<file path="src/mte_pkg.sv">
// ----------------------------------------------------------------------------
// mte_pkg
// Shared types, op codes and controller/datapath command structs for the
// 4x4 homogeneous matrix transform engine.
// ----------------------------------------------------------------------------
package mte_pkg;

    localparam int DATA_W        = 32;
    localparam int FRAC_BITS_DEF = 16;

    // op codes
    localparam logic [2:0] OP_WR_CUR    = 3'd0;
    localparam logic [2:0] OP_WR_STG    = 3'd1;
    localparam logic [2:0] OP_COMPOSE   = 3'd2;
    localparam logic [2:0] OP_TRANSPOSE = 3'd3;
    localparam logic [2:0] OP_XFORM     = 3'd4;
    localparam logic [2:0] OP_READ      = 3'd5;

    // result kinds
    localparam logic KIND_VEC  = 1'b0;
    localparam logic KIND_ELEM = 1'b1;

    typedef logic signed [DATA_W-1:0] q_t;

    typedef struct packed {
        logic       latch;
        logic       wr_cur;
        logic       wr_stg;
        logic       transpose;
        logic       read_elem;
        logic       issue;
        logic       issue_compose;
        logic       issue_last;
        logic [1:0] issue_row;
        logic [1:0] issue_col;
        logic       out_load;
        logic       out_kind;
    } mte_cmd_t;

    typedef struct packed {
        logic pipe_busy;
    } mte_status_t;

endpackage

</file>
<file path="src/mte_ctrl.sv">
// ----------------------------------------------------------------------------
// mte_ctrl
// Operation sequencer: decodes the accepted transaction and steps the
// datapath through element access, transpose or dot-product issue.
// ----------------------------------------------------------------------------
module mte_ctrl
    import mte_pkg::*;
(
    input  logic        aclk,
    input  logic        aresetn,
    input  logic        s_valid,
    output logic        s_ready,
    input  logic [2:0]  s_op,
    input  logic        out_free,
    input  mte_status_t status,
    output mte_cmd_t    cmd
);

    localparam logic [2:0] S_IDLE   = 3'd0;
    localparam logic [2:0] S_WRITE  = 3'd1;
    localparam logic [2:0] S_TRANSP = 3'd2;
    localparam logic [2:0] S_READ   = 3'd3;
    localparam logic [2:0] S_ISSUE  = 3'd4;
    localparam logic [2:0] S_DRAIN  = 3'd5;
    localparam logic [2:0] S_OUT    = 3'd6;

    logic [2:0] state_reg, state_next;
    logic [2:0] op_reg, op_next;
    logic [3:0] cnt_reg, cnt_next;
    logic       compose;
    logic       issue_done;

    assign compose    = (op_reg == OP_COMPOSE);
    assign issue_done = compose ? (cnt_reg == 4'hf) : (cnt_reg[1:0] == 2'd3);
    assign s_ready    = (state_reg == S_IDLE);

    always_comb begin
        state_next = state_reg;
        op_next    = op_reg;
        cnt_next   = cnt_reg;
        cmd        = '0;
        unique case (state_reg)
            S_IDLE: begin
                if (s_valid) begin
                    cmd.latch = 1'b1;
                    op_next   = s_op;
                    cnt_next  = '0;
                    unique case (s_op) inside
                        OP_WR_CUR, OP_WR_STG: state_next = S_WRITE;
                        OP_COMPOSE, OP_XFORM: state_next = S_ISSUE;
                        OP_TRANSPOSE:         state_next = S_TRANSP;
                        OP_READ:              state_next = S_READ;
                        default:              state_next = S_IDLE;
                    endcase
                end
            end
            S_WRITE: begin
                cmd.wr_cur = (op_reg == OP_WR_CUR);
                cmd.wr_stg = (op_reg == OP_WR_STG);
                state_next = S_IDLE;
            end
            S_TRANSP: begin
                cmd.transpose = 1'b1;
                state_next    = S_IDLE;
            end
            S_READ: begin
                cmd.read_elem = 1'b1;
                state_next    = S_OUT;
            end
            S_ISSUE: begin
                cmd.issue         = 1'b1;
                cmd.issue_compose = compose;
                // compose walks (row, col) of the product; transform walks rows
                cmd.issue_row     = compose ? cnt_reg[3:2] : cnt_reg[1:0];
                cmd.issue_col     = cnt_reg[1:0];
                cmd.issue_last    = compose && (cnt_reg[1:0] == 2'd3);
                cnt_next          = cnt_reg + 4'd1;
                if (issue_done) begin
                    state_next = S_DRAIN;
                end
            end
            S_DRAIN: begin
                if (!status.pipe_busy) begin
                    state_next = compose ? S_IDLE : S_OUT;
                end
            end
            S_OUT: begin
                cmd.out_kind = (op_reg == OP_READ) ? KIND_ELEM : KIND_VEC;
                if (out_free) begin
                    cmd.out_load = 1'b1;
                    state_next   = S_IDLE;
                end
            end
            default: begin
                state_next = S_IDLE;
            end
        endcase
    end

    always_ff @(posedge aclk) begin
        if (!aresetn) begin
            state_reg <= S_IDLE;
            op_reg    <= OP_WR_CUR;
            cnt_reg   <= '0;
        end else begin
            state_reg <= state_next;
            op_reg    <= op_next;
            cnt_reg   <= cnt_next;
        end
    end

endmodule

</file>
<file path="config.mk">
export PLATFORM = sky130hd
export DESIGN_NAME = mte_ctrl
export DESIGN_NICKNAME = d
export VERILOG_FILES = /design/src/mte_pkg.sv /design/src/mte_ctrl.sv
export SDC_FILE = /design/constraint.sdc
export NUM_CORES = 1
export LEC_CHECK = 0
export BUFFER_PORTS_ARGS = -buffer_cell sky130_fd_sc_hd__buf_2
export CORE_MARGIN = 2
export CORE_UTILIZATION = 35
export CTS_CLUSTER_SIZE = 25
export DETAILED_ROUTE_END_ITERATION = 8
export PLACE_DENSITY = 0.59
export SYNTH_ARGS = -nofsm -noshare
export SYNTH_HDL_FRONTEND = slang
export SYNTH_SLANG_ARGS = --single-unit
</file>
<file path="constraint.sdc">
create_clock -name aclk -period 1.55 [get_ports aclk]
set_input_delay 0.2325 -clock aclk [delete_from_list [all_inputs] [get_ports aclk]]
set_output_delay 0.2325 -clock aclk [all_outputs]
set_load 0.01 [all_outputs]
</file>
==> results.sh, run 1 <==
export IMPL_grt_pass1_vias=669
export IMPL_vias=773
export IMPL_holdPathEnd="state_reg[2]"
export IMPL_grt_met1_usage=0.2348
export IMPL_ir_worst_vdd_mv=0.7105
export IMPL_grt_overflow=0
export IMPL_die_area_sq_mm=0.002282
export IMPL_finalPower_mw=1.234
export IMPL_cp_max_fo=8
export IMPL_largest_reg_flops=4
export IMPL_synth_seq_cells=10
export IMPL_p_per_area_mw_per_mm2=1148
export IMPL_cts_tree="done"
export IMPL_initial_core_util=0.3801
export IMPL_tightest_slew_ns=0.3222
export IMPL_diodes=0
export IMPL_synth_distinct_cells=36
export IMPL_wl_per_cell_um=13.39
export IMPL_synth_fa_ha_area_frac=0.01866
export IMPL_drtAntennaViolNets=0
export IMPL_clk_pin_slew_worst_paths_ns=0.08
export IMPL_ys_warn_count=0
export IMPL_grt_busiest_layer="met2"
export IMPL_finalNonFillerCells=150
export IMPL_ff2ff_path_depth=5
export IMPL_drc=0
export IMPL_grt_max_degree=9
export IMPL_cpPeakStageDelay_ns=0.49
export IMPL_place_inst=139
export IMPL_fmax_ghz=0.5826
export IMPL_placementRows=15
export IMPL_cts_buffers_inserted=3
export IMPL_crit_chain="buf_6 -> or4b_4 -> nor3_2 -> buf_2"
export IMPL_syn_nets=95
export IMPL_hold_path_class="primary input to register"
export IMPL_use_met2=0.2933
export IMPL_max_cap_viol_count=0
export IMPL_synth_area_sq_um=670.6
export IMPL_hold_viol_final=0
export IMPL_fp_dieH_um=47.78
export IMPL_clk_path_buf_depth=2
export IMPL_setup_slack_ns=-0.1664
export IMPL_io_pin_count=23
export IMPL_slew_headroom=0.7829
export IMPL_synth_compound_area_share=0.1847
export IMPL_wirelength_mm=2.009
export IMPL_synth_xor_area_frac=0.01306
export IMPL_fin_hold_ws_ns=0.2149
export IMPL_worstReg2RegStart="state_reg[2]"
export IMPL_placed_cell_area_sq_um=870.8
export IMPL_fin_nets=135
export IMPL_die_w_um=47.78
export IMPL_yosys_area_share_simple=0.3657
export IMPL_synth_mux_area_frac=0.06157
export IMPL_fp_coreArea_sq_mm=0.001764
export IMPL_fin_crit_sh=1.107
export IMPL_required_ns=1.32
export IMPL_clock_skew_ns=0.007160
export IMPL_crit_buf_inv=2
export IMPL_gp_congestion=0.8758
export IMPL_pre_cts_slack_ns=0.03476
export IMPL_finalCriticalPeriod_ns=1.716
export IMPL_viasPerCell=5.153
export IMPL_clock_latency_ns=0.27
export IMPL_cts_sinks=10
export IMPL_grtUsageMet3=0.03396
export IMPL_regToRegSetupSlack_ns=0.05
export IMPL_cpMaxStageDelayCell="or4b_4"
export IMPL_synth_top_family_by_area="simple AND/OR/NAND/NOR gates"
export IMPL_finalSetupViolations=8
export IMPL_cts_max_level=1
export IMPL_grt_usage=0.1843
export IMPL_clockRootBuffer="clkbuf_4"
export IMPL_path_class="register to output port"
export IMPL_violations="negative setup slack"
export IMPL_fin_util=0.6092
export IMPL_cp_top_family="simple AND/OR/NAND/NOR gates"
export IMPL_whs_path_depth=2
export IMPL_rsz0062_at_grt="yes"
export IMPL_syn2layout_area_growth_pct=60.26
export IMPL_hpwl_mm=1.366
export IMPL_drt_iter0_drc=13
export IMPL_status="complete, but fails checks"
export IMPL_cellLeakagePower_nw=0.5091
export IMPL_antenna_found_initial=0
export IMPL_r2r_end="state_reg[2]"
export IMPL_dr_pass1_iters=5
export IMPL_slew_violations=0
export IMPL_ys_seq_area_frac=0.2985
export IMPL_drive_gt1_frac=0.5280
export IMPL_final_area_sq_mm=0.001075
export IMPL_synth_avg_cell_area_sq_um=7.798
export IMPL_synth_cells=86
export IMPL_tns_ns=-0.8069
export IMPL_grt_pass1_wl_mm=2.918
export IMPL_io_buffers=22
export IMPL_crit_path_start_kind="register"
export IMPL_worstPathArrival_ns=1.48
export IMPL_end_kind="output port"
export IMPL_hp_start="aresetn"
[timing repair]
action                                  4_1_cts  5_1_grt
hold buffers                                  0        0
buffers inserted                              5        2
pin swaps                                     5        3
gates resized for setup                      19       13
endpoints found under the setup margin       11       12
[cells in the mapped netlist, drive strengths merged]
library cell   n  area, sq um
dfxtp         10        200.2
nor2          10        37.54
nand2          8        30.03
a21oi          7        35.03
buf            4        20.02
inv            4        15.01
nor3           4        20.02
mux2i          3        30.03
nand2b         3        18.77
and2           2        12.51
and3           2        12.51
nand3          2        10.01
nor2b          2        12.51
nor3b          2        15.01
o21ai          2        10.01
or3b           2        20.02
a21boi         1        7.510
a22oi          1        7.510
a31o           1        8.760
and3b          1        8.760
and4b          1        10.01
clkbuf         1        3.750
ha             1        12.51
mux2           1        11.26
nand3b         1        7.510
nor4b          1        8.760
o2111ai        1        15.01
o211ai         1        7.510
o22ai          1        6.260
o311a          1        10.01
o31ai          1        7.510
o41ai          1        8.760
or4b           1        10.01
or4bb          1        11.26
xnor2          1        8.760
[layout make-up]
| cell class | instances | area [sq um] |
|---|---|---|
| repair buffers | 40 | 272.8 |
| clock buffers | 4 | 36.28 |
| flip-flops and latches | 10 | 209.0 |
| multi-input cells | 67 | 508.0 |
| fillers | 176 | 689.4 |
| inverters | 4 | 17.52 |
| well taps | 25 | 31.28 |
[worst register-to-register path, cell delays in order, from the launching register on]
cell       delay [ns]
dfxtp_2          0.34
buf_4            0.10
buf_4            0.10
or4bb_4          0.57
o2111ai_4        0.14
o311a_1          0.19
[power breakdown]
group | switching [mW] | internal, mW | leakage (nW)
Sequential | 0.0504 | 0.298 | 0.0839
Clock | 0.101 | 0.143 | 0.0210
Combinational | 0.292 | 0.349 | 0.404
Total | 0.444 | 0.791 | 0.509
[kinds of logic (layout without fill, tap and decap cells)]
kind of cell	count (synthesis)	after routing
flip-flops	10	10
multiplexers	4	4
AO/OA/AOI/OAI	18	18
AND/OR/NAND/NOR	43	43
XOR/XNOR	1	1
buffers and inverters	9	48
adder cells (fa/ha/maj)	1	1
[per-layer routing]
metal	vias to the layer above	part of all wire
met2	28	0.47
li1	385	-
met5	-	0
met4	0	0.016
met3	4	0.051
met1	356	0.47
[cells in the final DEF (no fill, tap or decap), drive strengths merged, types with 2 or more instances in the layout]
cell	Yosys	routed
mux2i	3	3
and2	2	2
nand3	2	2
a21oi	7	7
inv	4	4
nor3	4	4
o21ai	2	2
and3	2	2
buf	4	40
nor3b	2	2
nor2	10	10
clkbuf	1	4
nand2	8	8
nand2b	3	3
nor2b	2	2
or3b	2	2
dfxtp	10	10
[how the worst max path moves through the flow]
stage | slack, ns | endpoint | start | cells past startpoint
6_report | -0.17 | cmd[12] | state_reg[2] | 4
5_1_grt | -0.21 | cmd[6] | state_reg[2] | 5
4_1_cts | -0.22 | cmd[12] | state_reg[2] | 4
3_5_place_dp | 0.03 | cmd[6] | state_reg[1] | 4
3_3_place_gp | 0.03 | cmd[6] | state_reg[0] | 4
2_1_floorplan | 0.06 | cmd[12] | state_reg[1] | 3
Note: power is estimated with default switching activity, not from simulation.
==> run 2, diff against run 1 <==
--- a/config.mk
+++ b/config.mk
@@ -6,7 +6,6 @@
 export NUM_CORES = 1
 export LEC_CHECK = 0
 export BUFFER_PORTS_ARGS = -buffer_cell sky130_fd_sc_hd__buf_2
-export CORE_MARGIN = 2
 export CORE_UTILIZATION = 35
 export CTS_CLUSTER_SIZE = 25
 export DETAILED_ROUTE_END_ITERATION = 8
==> constraint.sdc (replaced) <==
create_clock -name aclk -period 1.8 [get_ports aclk]
set_input_delay 0.27 -clock aclk [delete_from_list [all_inputs] [get_ports aclk]]
set_output_delay 0.27 -clock aclk [all_outputs]
set_load 0.01 [all_outputs]
==> results.sh, run 2 (same netlist as run 1, synthesis figures left out) <==
export IMPL_wl_per_cell_um=12.68
export IMPL_crit_path_start_kind="register"
export IMPL_wirelength_mm=1.737
export IMPL_pre_cts_slack_ns=0.1977
export IMPL_syn2layout_area_growth_pct=33.40
export IMPL_path_class="register to output port"
export IMPL_multi_input_area_sq_um=450.4
export IMPL_grt_met1_usage=0.2333
export IMPL_hpwl_mm=1.241
export IMPL_tns_ns=0
export IMPL_initial_core_util=0.3801
export IMPL_antenna_found_initial=0
export IMPL_setup_slack_ns=0.07107
export IMPL_cellLeakagePower_nw=0.4282
export IMPL_drtAntennaViolNets=0
export IMPL_intPower_mw=0.5588
export IMPL_io_buffers=22
export IMPL_grt_usage=0.1915
export IMPL_power_frac_seq=0.358
export IMPL_grt_pass1_vias=629
export IMPL_pwr_share_clk=0.231
export IMPL_use_met2=0.2743
export IMPL_fin_nets=122
export IMPL_fin_util=0.5071
export IMPL_vias=718
export IMPL_cts_max_level=1
export IMPL_hold_viol_final=0
export IMPL_hold_path_class="primary input to register"
export IMPL_max_cap_viol_count=0
export IMPL_rsz0062_at_grt="yes"
export IMPL_finalSetupViolations=0
export IMPL_required_ns=1.53
export IMPL_die_area_sq_mm=0.002095
export IMPL_tightest_slew_ns=0.3841
export IMPL_fp_coreArea_sq_mm=0.001764
export IMPL_regArea_sq_um=212.7
export IMPL_clock_latency_ns=0.27
export IMPL_fmax_ghz=0.5784
export IMPL_grt_max_degree=14
export IMPL_cts_hold_buf=0
export IMPL_grt_overflow=0
export IMPL_layout_commonest_cell="buf_2"
export IMPL_placementRows=15
export IMPL_clk_path_buf_depth=2
export IMPL_finalPower_mw=0.8812
export IMPL_power_frac_comb=0.411
export IMPL_slew_violations=0
export IMPL_die_w_um=45.78
export IMPL_clk_pin_slew_worst_paths_ns=0.07
export IMPL_ir_worst_vdd_mv=0.5065
export IMPL_drive_gt1_frac=0.3839
export IMPL_grt_busiest_layer="met2"
export IMPL_grt_pass1_wl_mm=2.718
export IMPL_cp_max_fo=12
export IMPL_drc=0
export IMPL_cts_sinks=10
export IMPL_diodes=0
export IMPL_gp_congestion=0.8774
export IMPL_switchingPower_mw=0.3224
export IMPL_cts_buffers_inserted=3
export IMPL_end_kind="output port"
export IMPL_drt_iter0_drc=17
export IMPL_slew_headroom=0.7413
export IMPL_finalCriticalPeriod_ns=1.729
export IMPL_clockRootBuffer="clkbuf_4"
export IMPL_fin_crit_sh=0.9605
export IMPL_worstPathArrival_ns=1.46
export IMPL_viasPerCell=5.241
export IMPL_swShare=0.3658
export IMPL_status="finished, final reports clean"
export IMPL_cts_tree="done"
export IMPL_clock_skew_ns=0.001767
export IMPL_io_pin_count=23
export IMPL_p_per_area_mw_per_mm2=985.0
export IMPL_grtUsageMet3=0.08730
export IMPL_layout_common_cells="buf_2 (22), nor2_1 (10), nand2_1 (8)"
export IMPL_dr_pass1_iters=4
export IMPL_fp_dieH_um=45.78
export IMPL_largest_reg_flops=4
export IMPL_nFillCells=192
[run 2: changes by cell type in the layout (fill, tap and decap cells not counted), sizes merged]
cell	change
buf	-14
clkbuf	+1
[run 2: worst max-delay path, stage by stage, from the launching register on]
cell and delay [ns]:
dfxtp_4 0.38, or4b_4 0.56, nor3_2 0.10, buf_2 0.14
[run 2: path summary, 6_finish.rpt]
check / start / to / slack [ns] / depth (start not counted)
worst max register to register: cnt_reg[0] / state_reg[2] / 0.26 / 4
worst min register to register: cnt_reg[2] / cnt_reg[2] / 0.54 / 2
worst max-delay path: state_reg[1] / cmd[12] / 0.07 / 3
worst min-delay path: aresetn / state_reg[1] / 0.26 / 3
[run 2: cell type report]
type / instances / area share
well taps: 25 / 0.03497
clock buffers: 4 / 0.04056
flip-flops and latches: 10 / 0.2378
inverters: 4 / 0.01678
repair buffers: 27 / 0.1664
multi-input cells: 67 / 0.5035
[run 2: through the flow]
step,hold slack (ns),instances,area [sq um]
CTS,0.2512,134,848.3
global route,0.2547,137,894.6
finish,0.2608,137,894.6
detailed placement,0.5173,130,803.3
global placement,0.5154,130,803.3
floorplan,0.3990,86,670.6
[run 2: power groups by stage]
stage / Combinational, mW / Sequential, mW / Clock [mW]
finish: 0.362 / 0.316 / 0.204
global route: 0.401 / 0.320 / 0.231
CTS: 0.315 / 0.315 / 0.216
detailed placement: 0.310 / 0.313 / 0
global placement: 0.310 / 0.312 / 0
floorplan: 0.246 / 0.282 / 0
[run 2: repair_timing]
action / 4_1_cts / 5_1_grt
setup buffers: 0 / 3
pin swaps: 0 / 0
setup endpoints to repair: 7 / 4
gates resized for setup: 4 / 9
[run 2: per-layer routing]
layer  wire, um  part of all wire  up-vias
met2        794              0.46       30
met1        792              0.46      321
met3        108             0.062        6
met4         41             0.024        0
met5          0                 0        -
li1           -                 -      361
==> run 3, diff against run 2 <==
--- a/config.mk
+++ b/config.mk
@@ -9,7 +9,8 @@
 export CORE_UTILIZATION = 35
 export CTS_CLUSTER_SIZE = 25
 export DETAILED_ROUTE_END_ITERATION = 8
-export PLACE_DENSITY = 0.59
+export PLACE_DENSITY = 0.71
+export SKIP_CTS_REPAIR_TIMING = 1
 export SYNTH_ARGS = -nofsm -noshare
 export SYNTH_HDL_FRONTEND = slang
 export SYNTH_SLANG_ARGS = --single-unit
==> results.sh, run 3 (same netlist as run 1, synthesis figures left out) <==
export IMPL_status="finished, final reports clean"
export IMPL_grt_usage=0.1899
export IMPL_regArea_sq_um=211.5
export IMPL_finalSetupViolations=0
export IMPL_clk_pin_slew_worst_paths_ns=0.07
export IMPL_grt_pass1_vias=648
export IMPL_place_inst=130
export IMPL_dr_pass1_iters=4
export IMPL_hold_path_class="primary input to register"
export IMPL_ir_worst_vdd_mv=0.5071
export IMPL_grt_pass1_wl_mm=2.787
export IMPL_drc=0
export IMPL_clockRootBuffer="clkbuf_4"
export IMPL_die_w_um=45.78
export IMPL_cts_max_level=1
export IMPL_cts_sinks=10
export IMPL_final_area_sq_um=874.6
export IMPL_pwr_share_clk=0.239
export IMPL_cts_buffers_inserted=3
export IMPL_vias=732
export IMPL_placementRows=15
export IMPL_fin_util=0.4957
export IMPL_die_area_sq_mm=0.002095
export IMPL_io_pin_count=23
export IMPL_initial_core_util=0.3801
export IMPL_diodes=0
export IMPL_slew_headroom=0.7742
export IMPL_fmax_ghz=0.5753
export IMPL_slew_violations=0
export IMPL_cp_top_family="simple AND/OR/NAND/NOR gates"
export IMPL_layout_common_cells="buf_2 (22), nor2_1 (9), nand2_1 (8)"
export IMPL_path_class="register to output port"
export IMPL_wl_per_cell_um=13.37
export IMPL_rsz0062_at_grt="yes"
export IMPL_drt_iter0_drc=18
export IMPL_swShare=0.3676
export IMPL_viasPerCell=5.463
export IMPL_cts_tree="done"
export IMPL_grt_overflow=0
export IMPL_tns_ns=0
export IMPL_cpMaxStageDelayCell="or3b_4"
export IMPL_antenna_found_initial=0
export IMPL_placed_cell_area_sq_um=803.3
export IMPL_crit_chain="or3b_4 -> nor2_2 -> and2_1 -> buf_2"
export IMPL_intPower_mw=0.5428
export IMPL_cellLeakagePower_nw=0.4157
export IMPL_syn2layout_area_growth_pct=30.41
export IMPL_gp_congestion=0.8313
export IMPL_finalCriticalPeriod_ns=1.738
export IMPL_tightest_slew_ns=0.3352
export IMPL_fp_coreArea_sq_mm=0.001764
export IMPL_end_kind="output port"
export IMPL_switchingPower_mw=0.3155
export IMPL_nFillCells=187
export IMPL_largest_reg_flops=4
export IMPL_crit_path_start_kind="register"
export IMPL_wirelength_mm=1.792
export IMPL_drive_gt1_frac=0.3670
export IMPL_grt_max_degree=14
export IMPL_finalNonFillerCells=134
export IMPL_fin_crit_sh=0.9656
export IMPL_hpwl_mm=1.276
export IMPL_fp_dieH_um=45.78
export IMPL_p_per_area_mw_per_mm2=981.4
export IMPL_hold_viol_final=0
export IMPL_fin_nets=119
export IMPL_max_cap_viol_count=0
export IMPL_power_frac_seq=0.378
export IMPL_crit_buf_inv=1
export IMPL_cpPeakStageDelay_ns=0.44
export IMPL_required_ns=1.53
export IMPL_io_buffers=22
export IMPL_clock_skew_ns=0.008991
export IMPL_drtAntennaViolNets=0
export IMPL_multi_input_area_sq_um=455.4
export IMPL_clk_path_buf_depth=2
export IMPL_clock_latency_ns=0.27
export IMPL_worstPathArrival_ns=1.47
export IMPL_power_frac_comb=0.382
export IMPL_fin_hold_ws_ns=0.2638
export IMPL_cp_max_fo=11
export IMPL_layout_commonest_cell="buf_2"
[run 3: final cells by class]
class	count	share of cell area
Clock buffer	4	0.04149
Inverter	4	0.01717
Multi-Input combinational cell	67	0.5207
Sequential cell	10	0.2418
Tap cell	25	0.03577
Timing Repair Buffer	24	0.1431
[run 3: final timing paths]
path | cells after the start | end | slack (ns) | start
worst min-delay path | 3 | op_reg[0] | 0.26 | s_op[0]
worst max register to register | 4 | state_reg[2] | 0.27 | cnt_reg[0]
worst max-delay path | 4 | cmd[6] | 0.06 | state_reg[2]
worst min register to register | 2 | cnt_reg[2] | 0.54 | cnt_reg[2]
[run 3: metal layers]
metal | global-route usage | share of wire | vias up | routed length, um
met5 | 0 | 0 | - | 0
met2 | 0.2743 | 0.46 | 41 | 828
li1 | - | - | 356 | -
met3 | 0.02778 | 0.095 | 6 | 170
met1 | 0.2675 | 0.42 | 329 | 756
met4 | 0.1059 | 0.021 | 0 | 37
[run 3: per-stage QoR]
| step | worst slack [ns] | power, mW |
|---|---|---|
| final | 0.06186 | 0.8583 |
| after global routing | -0.004960 | 0.9216 |
| after CTS | -0.1290 | 0.8298 |
| after detailed placement | 0.1672 | 0.6226 |
| after global placement | 0.2111 | 0.6154 |
| after floorplan | 0.2762 | 0.5274 |
[run 3: power by group through the flow]
stage               Clock [mW]  Sequential [mW]  Combinational [mW]
floorplan                    0            0.282               0.246
global placement             0            0.313               0.303
detailed placement           0            0.316               0.306
CTS                      0.210            0.311               0.309
global route             0.219            0.335               0.368
finish                   0.205            0.325               0.328
[run 3: worst min-delay path: cells and delay by family]
| family | cells | cell delay, ns |
|---|---|---|
| multiplexers | 1 | 0.06 |
| buffers and inverters | 1 | 0.10 |
| AND/OR/NAND/NOR | 1 | 0.07 |
